[src/rtl/madp_pkg.sv]
// Package for the motion adaptive deinterlacer: register indexes, reset values,
// field widths, the request and configuration structs and small helper functions.
// Used by the interfaces, the datapath, the top level and the checker.
package madp_pkg;

  localparam int unsigned KindW  = 2;
  localparam int unsigned PairW  = 16;
  localparam int unsigned PixW   = 8;
  localparam int unsigned CoefW  = 14;
  localparam int unsigned CfgIdxW  = 4;
  localparam int unsigned CfgDataW = 16;
  localparam int unsigned CoefShift = 13;

  // Register indexes of the configuration port.
  typedef enum logic [CfgIdxW-1:0] {
    CFG_USE_ALT   = 4'd0,
    CFG_SP_NEAR   = 4'd1,
    CFG_SP_FAR    = 4'd2,
    CFG_LF_NEAR   = 4'd3,
    CFG_LF_FAR    = 4'd4,
    CFG_HF_CENTER = 4'd5,
    CFG_HF_MID    = 4'd6,
    CFG_HF_OUTER  = 4'd7
  } cfg_reg_e;

  // Row classes. The fourth code behaves like an edge row without spatial check.
  typedef enum logic [KindW-1:0] {
    ROW_INTERIOR     = 2'd0,
    ROW_EDGE_SPATIAL = 2'd1,
    ROW_EDGE_PLAIN   = 2'd2
  } row_kind_e;

  // Reset values of the filter weights.
  localparam logic [CoefW-1:0] SpNearRst   = 14'd5077;
  localparam logic [CoefW-1:0] SpFarRst    = 14'd981;
  localparam logic [CoefW-1:0] LfNearRst   = 14'd4309;
  localparam logic [CoefW-1:0] LfFarRst    = 14'd213;
  localparam logic [CoefW-1:0] HfCenterRst = 14'd5570;
  localparam logic [CoefW-1:0] HfMidRst    = 14'd3801;
  localparam logic [CoefW-1:0] HfOuterRst  = 14'd1016;

  typedef struct packed {
    logic             use_alt;
    logic [CoefW-1:0] sp_near_coef;
    logic [CoefW-1:0] sp_far_coef;
    logic [CoefW-1:0] lf_near_coef;
    logic [CoefW-1:0] lf_far_coef;
    logic [CoefW-1:0] hf_center_coef;
    logic [CoefW-1:0] hf_mid_coef;
    logic [CoefW-1:0] hf_outer_coef;
  } cfg_t;

  typedef struct packed {
    logic [KindW-1:0] row_kind;
    logic [PairW-1:0] temporal_center;
    logic [PairW-1:0] temporal_up2;
    logic [PairW-1:0] temporal_down2;
    logic [PairW-1:0] temporal_up4;
    logic [PairW-1:0] temporal_down4;
    logic [PairW-1:0] prev_pair;
    logic [PairW-1:0] next_pair;
    logic [PairW-1:0] cur_inner;
    logic [PairW-1:0] cur_outer;
    logic [PixW-1:0]  alt_pixel;
  } pix_req_t;

  // Absolute difference of two pixels.
  function automatic logic [PixW-1:0] abs_diff(logic [PixW-1:0] a, logic [PixW-1:0] b);
    logic [PixW-1:0] r;
    r = (a > b) ? (a - b) : (b - a);
    return r;
  endfunction

  // Sum of two pixels, one bit wider.
  function automatic logic [PixW:0] add2(logic [PixW-1:0] a, logic [PixW-1:0] b);
    logic [PixW:0] r;
    r = {1'b0, a} + {1'b0, b};
    return r;
  endfunction

endpackage

[src/rtl/madp_if.sv]
// Channel interfaces of the deinterlacer: pixel request, pixel response and
// configuration write. Depends on madp_pkg for the field widths.
interface madp_req_if;
  import madp_pkg::*;
  logic             valid;
  logic             ready;
  logic [KindW-1:0] row_kind;
  logic [PairW-1:0] temporal_center;
  logic [PairW-1:0] temporal_up2;
  logic [PairW-1:0] temporal_down2;
  logic [PairW-1:0] temporal_up4;
  logic [PairW-1:0] temporal_down4;
  logic [PairW-1:0] prev_pair;
  logic [PairW-1:0] next_pair;
  logic [PairW-1:0] cur_inner;
  logic [PairW-1:0] cur_outer;
  logic [PixW-1:0]  alt_pixel;

  modport source (
    output valid, row_kind, temporal_center, temporal_up2, temporal_down2,
           temporal_up4, temporal_down4, prev_pair, next_pair, cur_inner,
           cur_outer, alt_pixel,
    input  ready
  );
  modport sink (
    input  valid, row_kind, temporal_center, temporal_up2, temporal_down2,
           temporal_up4, temporal_down4, prev_pair, next_pair, cur_inner,
           cur_outer, alt_pixel,
    output ready
  );
endinterface

interface madp_rsp_if;
  import madp_pkg::*;
  logic            valid;
  logic            ready;
  logic [PixW-1:0] out_pixel;

  modport source (output valid, out_pixel, input ready);
  modport sink   (input valid, out_pixel, output ready);
endinterface

interface madp_cfg_if;
  import madp_pkg::*;
  logic                valid;
  logic                ready;
  logic [CfgIdxW-1:0]  index;
  logic [CfgDataW-1:0] data;

  modport source (output valid, index, data, input ready);
  modport sink   (input valid, index, data, output ready);
endinterface

[src/rtl/madp_datapath.sv]
// Five-stage arithmetic pipeline of the deinterlacer: bound, products, sums,
// interpolation select and final clamp. Depends on madp_pkg.
module madp_datapath #(
  parameter int unsigned PIXEL_BITS = 8
) (
  input  logic                   clk_i,
  input  logic                   en_i,
  input  madp_pkg::cfg_t         cfg_i,
  input  madp_pkg::pix_req_t     req_i,
  output logic [madp_pkg::PixW-1:0] out_pixel_o
);
  import madp_pkg::*;

  localparam int unsigned PeakW = (PIXEL_BITS > 10) ? PIXEL_BITS : 10;
  localparam logic [PeakW-1:0] Peak = PeakW'((64'd1 << PIXEL_BITS) - 64'd1);

  // ---------------- Stage 1: unpack, temporal bound terms and tap sums.
  logic [PixW-1:0] p2, n2, p2u2, n2u2, p2d2, n2d2, p2u4, n2u4, p2d4, n2d4;
  logic [PixW-1:0] pa, pb, na, nb, c, e, c3, e3;
  logic [PixW:0]   sum_c, sum_td1, sum_td2, sum_up, sum_dn;
  logic [PixW-1:0] d1, up_mean, dn_mean;

  logic [KindW-1:0]  kind1_q;
  logic [PixW-1:0]   d1_q, td0_q, td1_q, td2_q, alt1_q;
  logic signed [9:0] b_q, f_q, dc_q, de_q;
  logic [PixW:0]     sc_q, ce1_q, ce3_q;
  logic [PixW+1:0]   smid_q, sout_q;
  logic              hf_sel1_q;

  always_comb begin
    {n2, p2}     = req_i.temporal_center;
    {n2u2, p2u2} = req_i.temporal_up2;
    {n2d2, p2d2} = req_i.temporal_down2;
    {n2u4, p2u4} = req_i.temporal_up4;
    {n2d4, p2d4} = req_i.temporal_down4;
    {pb, pa}     = req_i.prev_pair;
    {nb, na}     = req_i.next_pair;
    {e, c}       = req_i.cur_inner;
    {e3, c3}     = req_i.cur_outer;
    sum_c   = add2(p2, n2);
    sum_td1 = add2(abs_diff(pa, c), abs_diff(pb, e));
    sum_td2 = add2(abs_diff(na, c), abs_diff(nb, e));
    sum_up  = add2(p2u2, n2u2);
    sum_dn  = add2(p2d2, n2d2);
    d1      = sum_c[PixW:1];
    up_mean = sum_up[PixW:1];
    dn_mean = sum_dn[PixW:1];
  end

  always_ff @(posedge clk_i) begin
    if (en_i) begin
      kind1_q   <= req_i.row_kind;
      alt1_q    <= req_i.alt_pixel;
      d1_q      <= d1;
      td0_q     <= abs_diff(p2, n2);
      td1_q     <= sum_td1[PixW:1];
      td2_q     <= sum_td2[PixW:1];
      b_q       <= $signed({2'b00, up_mean}) - $signed({2'b00, c});
      f_q       <= $signed({2'b00, dn_mean}) - $signed({2'b00, e});
      dc_q      <= $signed({2'b00, d1}) - $signed({2'b00, c});
      de_q      <= $signed({2'b00, d1}) - $signed({2'b00, e});
      sc_q      <= sum_c;
      smid_q    <= {1'b0, sum_up} + {1'b0, sum_dn};
      sout_q    <= {1'b0, add2(p2u4, n2u4)} + {1'b0, add2(p2d4, n2d4)};
      ce1_q     <= add2(c, e);
      ce3_q     <= add2(c3, e3);
      hf_sel1_q <= (abs_diff(c, e) > abs_diff(p2, n2));
    end
  end

  // ---------------- Stage 2: final bound with spatial check, filter products.
  logic [PixW-1:0]   base, diff2;
  logic signed [9:0] mx, mn, neg_mx, widen, base_s;
  logic [CoefW-1:0]  near_coef, far_coef;
  logic              spat;

  logic [KindW-1:0]  kind2_q;
  logic [PixW-1:0]   d2_q, diff2_q, alt2_q;
  logic [PixW:0]     ce2_q;
  logic              hf_sel2_q;
  logic [22:0]       pc_q, pn_q, pf_q;
  logic [23:0]       pm_q, po_q;

  always_comb begin
    base   = (td1_q > td2_q) ? td1_q : td2_q;
    base   = ({1'b0, td0_q[PixW-1:1]} > base) ? {1'b0, td0_q[PixW-1:1]} : base;
    mx     = (de_q > dc_q) ? de_q : dc_q;
    mx     = (((b_q < f_q) ? b_q : f_q) > mx) ? ((b_q < f_q) ? b_q : f_q) : mx;
    mn     = (de_q < dc_q) ? de_q : dc_q;
    mn     = (((b_q > f_q) ? b_q : f_q) < mn) ? ((b_q > f_q) ? b_q : f_q) : mn;
    neg_mx = -mx;
    widen  = (mn > neg_mx) ? mn : neg_mx;
    base_s = $signed({2'b00, base});
    spat   = (kind1_q == ROW_INTERIOR) || (kind1_q == ROW_EDGE_SPATIAL);
    // A zero bound forces the temporal mean, so the clamp window stays closed.
    if (base == '0) begin
      diff2 = '0;
    end else if (spat && (widen > base_s)) begin
      diff2 = widen[PixW-1:0];
    end else begin
      diff2 = base;
    end
    near_coef = hf_sel1_q ? cfg_i.lf_near_coef : cfg_i.sp_near_coef;
    far_coef  = hf_sel1_q ? cfg_i.lf_far_coef : cfg_i.sp_far_coef;
  end

  always_ff @(posedge clk_i) begin
    if (en_i) begin
      kind2_q   <= kind1_q;
      d2_q      <= d1_q;
      diff2_q   <= diff2;
      alt2_q    <= alt1_q;
      ce2_q     <= ce1_q;
      hf_sel2_q <= hf_sel1_q;
      pc_q      <= 23'(cfg_i.hf_center_coef) * 23'(sc_q);
      pm_q      <= 24'(cfg_i.hf_mid_coef) * 24'(smid_q);
      po_q      <= 24'(cfg_i.hf_outer_coef) * 24'(sout_q);
      pn_q      <= 23'(near_coef) * 23'(ce1_q);
      pf_q      <= 23'(far_coef) * 23'(ce3_q);
    end
  end

  // ---------------- Stage 3: high-frequency sum and near/far difference.
  logic [KindW-1:0]   kind3_q;
  logic [PixW-1:0]    d3_q, diff3_q, alt3_q;
  logic [PixW:0]      ce3m_q;
  logic signed [26:0] hf_q;
  logic signed [23:0] nf_q;

  always_ff @(posedge clk_i) begin
    if (en_i) begin
      kind3_q <= kind2_q;
      d3_q    <= d2_q;
      diff3_q <= diff2_q;
      alt3_q  <= alt2_q;
      ce3m_q  <= ce2_q;
      if (hf_sel2_q) begin
        hf_q <= $signed({4'b0000, pc_q}) - $signed({3'b000, pm_q})
              + $signed({3'b000, po_q});
      end else begin
        hf_q <= '0;
      end
      nf_q <= $signed({1'b0, pn_q}) - $signed({1'b0, pf_q});
    end
  end

  // ---------------- Stage 4: accumulate, scale down and pick the interpolation.
  logic signed [26:0] acc;
  logic signed [13:0] interp4;

  logic [PixW-1:0]    d4_q, diff4_q;
  logic signed [13:0] interp4_q;

  always_comb begin
    acc = (hf_q >>> 2) + $signed({{3{nf_q[23]}}, nf_q});
    if (cfg_i.use_alt) begin
      interp4 = $signed({6'b000000, alt3_q});
    end else if (kind3_q == ROW_INTERIOR) begin
      interp4 = acc[26:CoefShift];
    end else begin
      interp4 = $signed({6'b000000, ce3m_q[PixW:1]});
    end
  end

  always_ff @(posedge clk_i) begin
    if (en_i) begin
      d4_q      <= d3_q;
      diff4_q   <= diff3_q;
      interp4_q <= interp4;
    end
  end

  // ---------------- Stage 5: clamp to the temporal window, then to the pixel range.
  logic signed [10:0] lo, hi, win;
  logic signed [13:0] clip;
  logic [PixW-1:0]    pix5;

  always_comb begin
    lo = $signed({3'b000, d4_q}) - $signed({3'b000, diff4_q});
    hi = $signed({3'b000, d4_q}) + $signed({3'b000, diff4_q});
    if (interp4_q < $signed({{3{lo[10]}}, lo})) begin
      clip = $signed({{3{lo[10]}}, lo});
    end else if (interp4_q > $signed({{3{hi[10]}}, hi})) begin
      clip = $signed({{3{hi[10]}}, hi});
    end else begin
      clip = interp4_q;
    end
    win = clip[10:0];
    if (win[10]) begin
      pix5 = '0;
    end else if (PeakW'(win[9:0]) > Peak) begin
      pix5 = Peak[PixW-1:0];
    end else begin
      pix5 = win[PixW-1:0];
    end
  end

  always_ff @(posedge clk_i) begin
    if (en_i) begin
      out_pixel_o <= pix5;
    end
  end

endmodule

[src/rtl/motion_adaptive_deinterlace_pixel_top.sv]
// Motion adaptive deinterlacer, one missing-line pixel per request.
// Each request passes through the five register stages of the datapath (bound,
// products, sums, select, clamp) to the output; a new request can enter every
// cycle while the output is not stalled, and a stalled output holds the whole
// pipeline. Configuration writes take effect at once and are accepted every cycle.
// Depends on madp_pkg, the channel interfaces and madp_datapath.
module motion_adaptive_deinterlace_pixel_top #(
  parameter int unsigned PIXEL_BITS = 8
) (
  input  logic       clk_i,
  input  logic       rst_ni,
  madp_cfg_if.sink   cfg_i,
  madp_req_if.sink   req_i,
  madp_rsp_if.source rsp_o
);
  import madp_pkg::*;

  localparam int unsigned Stages = 5;

  cfg_t              cfg_q;
  pix_req_t          req;
  logic [Stages-1:0] valid_q;
  logic              advance;

  // Configuration registers.
  assign cfg_i.ready = 1'b1;

  always_ff @(posedge clk_i or negedge rst_ni) begin
    if (!rst_ni) begin
      cfg_q.use_alt        <= 1'b0;
      cfg_q.sp_near_coef   <= SpNearRst;
      cfg_q.sp_far_coef    <= SpFarRst;
      cfg_q.lf_near_coef   <= LfNearRst;
      cfg_q.lf_far_coef    <= LfFarRst;
      cfg_q.hf_center_coef <= HfCenterRst;
      cfg_q.hf_mid_coef    <= HfMidRst;
      cfg_q.hf_outer_coef  <= HfOuterRst;
    end else if (cfg_i.valid) begin
      unique case (cfg_i.index)
        CFG_USE_ALT:   cfg_q.use_alt        <= cfg_i.data[0];
        CFG_SP_NEAR:   cfg_q.sp_near_coef   <= cfg_i.data[CoefW-1:0];
        CFG_SP_FAR:    cfg_q.sp_far_coef    <= cfg_i.data[CoefW-1:0];
        CFG_LF_NEAR:   cfg_q.lf_near_coef   <= cfg_i.data[CoefW-1:0];
        CFG_LF_FAR:    cfg_q.lf_far_coef    <= cfg_i.data[CoefW-1:0];
        CFG_HF_CENTER: cfg_q.hf_center_coef <= cfg_i.data[CoefW-1:0];
        CFG_HF_MID:    cfg_q.hf_mid_coef    <= cfg_i.data[CoefW-1:0];
        CFG_HF_OUTER:  cfg_q.hf_outer_coef  <= cfg_i.data[CoefW-1:0];
        default: ;
      endcase
    end
  end

  // The pipeline moves as a whole unless the output register holds a pixel
  // that the sink has not taken.
  assign advance     = !valid_q[Stages-1] || rsp_o.ready;
  assign req_i.ready = advance;

  // Valid bits travel alongside the datapath stages.
  always_ff @(posedge clk_i or negedge rst_ni) begin
    if (!rst_ni) begin
      valid_q <= '0;
    end else if (advance) begin
      valid_q <= {valid_q[Stages-2:0], req_i.valid};
    end
  end

  assign rsp_o.valid = valid_q[Stages-1];

  always_comb begin
    req.row_kind        = req_i.row_kind;
    req.temporal_center = req_i.temporal_center;
    req.temporal_up2    = req_i.temporal_up2;
    req.temporal_down2  = req_i.temporal_down2;
    req.temporal_up4    = req_i.temporal_up4;
    req.temporal_down4  = req_i.temporal_down4;
    req.prev_pair       = req_i.prev_pair;
    req.next_pair       = req_i.next_pair;
    req.cur_inner       = req_i.cur_inner;
    req.cur_outer       = req_i.cur_outer;
    req.alt_pixel       = req_i.alt_pixel;
  end

  madp_datapath #(
    .PIXEL_BITS (PIXEL_BITS)
  ) u_datapath (
    .clk_i       (clk_i),
    .en_i        (advance),
    .cfg_i       (cfg_q),
    .req_i       (req),
    .out_pixel_o (rsp_o.out_pixel)
  );

endmodule

[src/flat_wrapper.sv]
// flat-port wrapper written by rule: the top's interface ports become plain ports
module motion_adaptive_deinterlace_pixel_top_flat import madp_pkg::*;
#(
  parameter int unsigned PIXEL_BITS = 8
)
  (clk_i, rst_ni, cfg_i_valid, cfg_i_index, cfg_i_data, cfg_i_ready, req_i_valid, req_i_row_kind, req_i_temporal_center, req_i_temporal_up2, req_i_temporal_down2, req_i_temporal_up4, req_i_temporal_down4, req_i_prev_pair, req_i_next_pair, req_i_cur_inner, req_i_cur_outer, req_i_alt_pixel, req_i_ready, rsp_o_valid, rsp_o_out_pixel, rsp_o_ready);
  madp_cfg_if cfg_i_i ();
  madp_req_if req_i_i ();
  madp_rsp_if rsp_o_i ();
  input  logic clk_i;
  input  logic rst_ni;
  input wire logic [$bits(cfg_i_i.valid)-1:0] cfg_i_valid;
  input wire logic [$bits(cfg_i_i.index)-1:0] cfg_i_index;
  input wire logic [$bits(cfg_i_i.data)-1:0] cfg_i_data;
  output wire logic [$bits(cfg_i_i.ready)-1:0] cfg_i_ready;
  input wire logic [$bits(req_i_i.valid)-1:0] req_i_valid;
  input wire logic [$bits(req_i_i.row_kind)-1:0] req_i_row_kind;
  input wire logic [$bits(req_i_i.temporal_center)-1:0] req_i_temporal_center;
  input wire logic [$bits(req_i_i.temporal_up2)-1:0] req_i_temporal_up2;
  input wire logic [$bits(req_i_i.temporal_down2)-1:0] req_i_temporal_down2;
  input wire logic [$bits(req_i_i.temporal_up4)-1:0] req_i_temporal_up4;
  input wire logic [$bits(req_i_i.temporal_down4)-1:0] req_i_temporal_down4;
  input wire logic [$bits(req_i_i.prev_pair)-1:0] req_i_prev_pair;
  input wire logic [$bits(req_i_i.next_pair)-1:0] req_i_next_pair;
  input wire logic [$bits(req_i_i.cur_inner)-1:0] req_i_cur_inner;
  input wire logic [$bits(req_i_i.cur_outer)-1:0] req_i_cur_outer;
  input wire logic [$bits(req_i_i.alt_pixel)-1:0] req_i_alt_pixel;
  output wire logic [$bits(req_i_i.ready)-1:0] req_i_ready;
  output wire logic [$bits(rsp_o_i.valid)-1:0] rsp_o_valid;
  output wire logic [$bits(rsp_o_i.out_pixel)-1:0] rsp_o_out_pixel;
  input wire logic [$bits(rsp_o_i.ready)-1:0] rsp_o_ready;
  assign cfg_i_i.valid = cfg_i_valid;
  assign cfg_i_i.index = cfg_i_index;
  assign cfg_i_i.data = cfg_i_data;
  assign cfg_i_ready = cfg_i_i.ready;
  assign req_i_i.valid = req_i_valid;
  assign req_i_i.row_kind = req_i_row_kind;
  assign req_i_i.temporal_center = req_i_temporal_center;
  assign req_i_i.temporal_up2 = req_i_temporal_up2;
  assign req_i_i.temporal_down2 = req_i_temporal_down2;
  assign req_i_i.temporal_up4 = req_i_temporal_up4;
  assign req_i_i.temporal_down4 = req_i_temporal_down4;
  assign req_i_i.prev_pair = req_i_prev_pair;
  assign req_i_i.next_pair = req_i_next_pair;
  assign req_i_i.cur_inner = req_i_cur_inner;
  assign req_i_i.cur_outer = req_i_cur_outer;
  assign req_i_i.alt_pixel = req_i_alt_pixel;
  assign req_i_ready = req_i_i.ready;
  assign rsp_o_valid = rsp_o_i.valid;
  assign rsp_o_out_pixel = rsp_o_i.out_pixel;
  assign rsp_o_i.ready = rsp_o_ready;
  motion_adaptive_deinterlace_pixel_top #(.PIXEL_BITS(PIXEL_BITS)) u_core (.clk_i(clk_i), .rst_ni(rst_ni), .cfg_i(cfg_i_i), .req_i(req_i_i), .rsp_o(rsp_o_i));
endmodule
[config.mk]
export PLATFORM = sky130hd
export DESIGN_NAME = motion_adaptive_deinterlace_pixel_top_flat
export DESIGN_NICKNAME = d
export VERILOG_FILES = /design/src/rtl/madp_pkg.sv /design/src/rtl/madp_if.sv /design/src/rtl/madp_datapath.sv /design/src/rtl/motion_adaptive_deinterlace_pixel_top.sv /design/src/flat_wrapper.sv
export SDC_FILE = /design/constraint.sdc
export NUM_CORES = 2
export LEC_CHECK = 0
export ABC_AREA = 1
export BUFFER_PORTS_ARGS = -buffer_cell sky130_fd_sc_hd__clkbuf_2
export CAP_MARGIN = 15
export CORE_MARGIN = 5
export CORE_UTILIZATION = 60
export CTS_CLUSTER_SIZE = 8
export DETAILED_ROUTE_END_ITERATION = 10
export GPL_ROUTABILITY_DRIVEN = 0
export GPL_TIMING_DRIVEN = 0
export PLACE_DENSITY = 0.74
export SLEW_MARGIN = 20
export SYNTH_ARGS = -nofsm -noshare
export SYNTH_HDL_FRONTEND = slang
export SYNTH_SLANG_ARGS = --single-unit
[constraint.sdc]
create_clock -name clk_i -period 41 [get_ports clk_i]
set_input_delay 8.2 -clock clk_i [delete_from_list [all_inputs] [get_ports clk_i]]
set_output_delay 8.2 -clock clk_i [all_outputs]
set_load 0.05 [all_outputs]
After elaboration in Yosys (flattened, before gate mapping)
Index checks and enable logic that the tools add are counted.
Storage, ports and cells
  flip-flop bits (word level): 508
  bits of input ports: 179
  output and inout port bits: 11
  logic and storage cells: 156
Cells by class
  $add $sub $neg: 34
  $mul: 5
  $lt $le $gt $ge: 20
  equality and inequality tests: 8
  muxes and demuxes: 23
  bitwise operators: 1
  reductions and logical operators: 17
Operators by type and width (number)
  $mux 8: 12
  $sub 8x8->8: 12
  $add 8x8->9: 10
  $mux 10: 7
  $mul 14x9->23: 3
  $gt 8x8->1: 8
  $mul 14x10->24: 2
  $sub 8x8->9: 5
  $gt 10x10->1: 4
  $lt 10x10->1: 3
  $mux 14: 2
  $add 25x25->26: 1
  $add 24x24->25: 1
  $sub 23x24->25: 1
  $sub 23x23->24: 1
  $mux 11: 2
  $add 9x9->10: 2
  $eq 4x3->1 const B: 4
  $reduce_and 2->1: 8
  $gt 12x10->1: 1
  $lt 12x9->1: 1
  $gt 10x8->1 const B: 1
  $gt 10x9->1: 1
  $neg 10->10: 1
  other kinds (12): 15

Depth between registers and ports, before layout
  depth in word-level cells: 10
  depth in mapped cells: 57

Cells and area by module
A second synthesis with hierarchy kept.
Unflattened totals
  cells, all modules: 6150
  area total of the unflattened synthesis: 52791.9 µm²
Modules (own cells, without submodules)
  madp_datapath: times used 1, cells each 5666, area each 48506.5 µm², seq. area each 11621.1 µm²
  motion_adaptive_deinterlace_pixel_top: times used 1, cells each 484, area each 4285.4 µm², seq. area each 2661.3 µm²

Least setup slack after synthesis
OpenSTA, ideal clock, no wires.
  kind: in2out
  from: input port rsp_o_ready
  to: output port req_i_ready
  data arrival time: 16.787 ns
  path slack: 16.013 ns
  stages: 2
  path buffers: 0
  path through: inv_1 > nand2_1
Between the ends
  cells in the longest elaborated chain, start to end: 1
RTL lines
  from (decl): RTL line flat_wrapper.sv:31  | input wire logic [$bits(rsp_o_i.ready)-1:0] rsp_o_ready;
  $logic_or 1x1->1: RTL line motion_adaptive_deinterlace_pixel_top.sv:55  | assign advance = !valid_q[Stages-1] || rsp_o.ready;
  to (decl): RTL line flat_wrapper.sv:28  | output wire logic [$bits(req_i_i.ready)-1:0] req_i_ready;
No other way between the ends.

Final worst setup path
Ends and elaborated chain as after synthesis.

==> results.md <==
- Syn nets: between 7000 and 8000
- Ant. Diodes: 0
- Peak Freq: around 0.057 GHz
- EDFF count, synth: 387
- Die span in y: 305.0 um
- CTS H-tree lvls: 3
- Placeable Area: between 80000 and 90000 um^2
- WS Path Type: primary input to output pin
- Global-route usage over all layers: 0.2824
- Inserted Clock Buffers: 73
- CP Max Fanout: 43
- Post-Route WL: roughly 130000 um
- Layout overhead on the synthesized area: 9.229%
- First-pass detailed-route iteration total: 6
- Initial Utilization: 0.6029
- Most common cell in the netlist: nand2_1
- Crit path required time: roughly 33000 ps
- Initial antenna violation count: 1
- DRC Markers: 0
- CP delay by family, top: buffers and inverters
- MaxCap Viol Count: 0
- Cts hold-fix bufs: 0
- Met1 GRT Util: 0.3690
- Die Span X: ~300 um
- Met2 Use GR: 0.4671
- Met3 Resource Use GR: 0.04333
- Average size of a mapped cell: approximately 8.7 um^2
- RSZ-0062 raised after global routing: no
- Row Count: 108
- Min Tclk post-route: 17650 ps
- Port Buffers: between 150 and 200
- Synthesized area: around 52000 um^2
- Worst slew pin tran: approximately 1100 ps
- Worst Path Buf+Inv: 5
- DP HPWL: around 110000 um
- Syn Inst Count: ~6000
- Via count: 40960
- Synth cell types: between 60 and 70
- Period utilization: 0.4306
- Worst Path Arrival: 9450 ps
- Ys Warns: 0
- Pins Over Slew Limit: 0
- Congestion Overflow GR: 0
- Cell taking the most area after synthesis: edfxtp_1
- Setup crit end kind: output pin
- Final hold viol count: 0
- CP peak stage delay: 320 ps
- Top cells by count, synth: nand2_1, inv_1, ha_1
- Global-route wire length before repair: approximately 210000 um
- CTS root buf: clkbuf_16
- DR iter-0 viols: roughly 2900
- Yosys reg bits: around 500
- Clk_lat worst skew: approximately 630 ps
- Sum Neg Setup Slack: 0 ps
- Num Clock Sinks: 491
- Largest net degree at the start of global routing: 89
- Die area: around 93000 um^2
- Critical path, cell by cell: clkbuf_2 > inv_1 > nand2_4 > buf_12 > buf_12 > clkbuf_2
- CTS tree: built
- Worst Skew: around 23 ps
- Primary FF master, synth: edfxtp_1
- Max stage delay cell, worst path: clkbuf_2
- Most Crowded Layer GR: met2
- Area share of the largest cell type after synthesis: 0.2225
- Via density: roughly 5.5
- Max Buffers Root-to-Sink: 3
- WL/cell: approximately 17 um
- Layout cells sized above 1: 0.06516
- Final nets: ~7600
- Vias in the first global route: 41750
- IO Count: 190
- Worst Hold Class: flip-flop to flip-flop
- Final antenna-violating net count: 0
- Async set-reset flop share out of synthesis: 0.2118
- Register area share after synthesis: 0.2735
- Setup-failing EPs final: 0
- Critical Path Start Type: primary input
- Top cells by area, synth: edfxtp_1, fa_1, ha_1, nand2_1, inv_1
- Status: completed
- Post-CTS Resized: 0
- Clk slew on worst S/H paths: ~50 ps
- Worst relative slew slack: 0.2814
- Setup Fix Bufs, Post-CTS: 0
state kept, by name (all words and copies together), names as in the netlist, 23 cells and up:
register and count:
u_core.u_datapath.pc_q 23, u_core.u_datapath.pm_q 24, u_core.cfg_q 99, u_core.u_datapath.pf_q 23, u_core.u_datapath.nf_q 24, u_core.u_datapath.pn_q 23
u_core.u_datapath.hf_q 24, u_core.u_datapath.po_q 24
path summary, 6_finish.rpt:
kind,startpoint,endpoint,slack (ps),depth (start not counted)
worst max register to register,u_core.u_datapath.b_q[8],u_core.u_datapath.diff2_q[6],33270,45
worst max-delay path,rsp_o_ready,req_i_ready,23350,6
worst min register to register,u_core.u_datapath.diff2_q[6],u_core.u_datapath.diff3_q[6],410,0
max in group asynchronous,rst_ni,u_core.cfg_q[46],32830,2
worst min-delay path,u_core.u_datapath.diff2_q[6],u_core.u_datapath.diff3_q[6],410,0
min in group asynchronous,rst_ni,u_core.valid_q[4],7420,1
area by class of cell:
cell class | count | area (um^2)
Buffer | 132 | 521.8
Clock buffer | 126 | 2057
Clock inverter | 10 | 145.1
Fill cell | 7181 | 29580
Inverter | 1227 | 4608
Multi-Input combinational cell | 4157 | 32820
Sequential cell | 491 | 14280
Tap cell | 1155 | 1445
Timing Repair Buffer | 195 | 1165
stage by stage:
step | util | cell area (um^2) | hold slack (ps) | setup slack, ps | instances
2_1_floorplan | - | 52220 | 400.3 | 16010 | 6007
3_3_place_gp | 0.6303 | 54590 | 401.4 | 11260 | 7347
3_5_place_dp | 0.6331 | 54840 | 404.5 | 23340 | 7357
4_1_cts | 0.6585 | 57040 | 409.6 | 23340 | 7493
5_1_grt | 0.6585 | 57040 | 411.4 | 23270 | 7493
6_report | 0.6585 | 57040 | 405.6 | 23350 | 7493
metal layers:
layer  vias to the layer above  routed length [um]  part of all wire
li1                      19690                   -                 -
met4                         0                6990             0.053
met1                     19600               53590              0.41
met3                       302                9603             0.073
met2                      1370               60670              0.46
met5                         -                   0                 0
placed cells by master (no fill, tap or decap), drive strengths merged, types with 117 or more instances in the layout:
cell type  instances
inv             1229
nand3            117
edfxtp           387
nor2             287
o21ai            377
clkbuf           435
ha               646
fa               487
xor2             200
nand2           1270
a21oi            410
cells by family after synthesis:
kind of cell             count (synthesis)  share of synthesized area
adder cells (fa/ha/maj)               1133                     0.3415
XOR/XNOR                               277                    0.04646
other                                    1                 0.00007181
multiplexers                            12                   0.002324
flip-flops                             491                     0.2735
AO/OA/AOI/OAI                          937                    0.09766
AND/OR/NAND/NOR                       1797                     0.1403
buffers and inverters                 1359                    0.09824
Power is not shown: default switching activity piles up to over one toggle a cycle in this logic, so the estimate is an artifact.
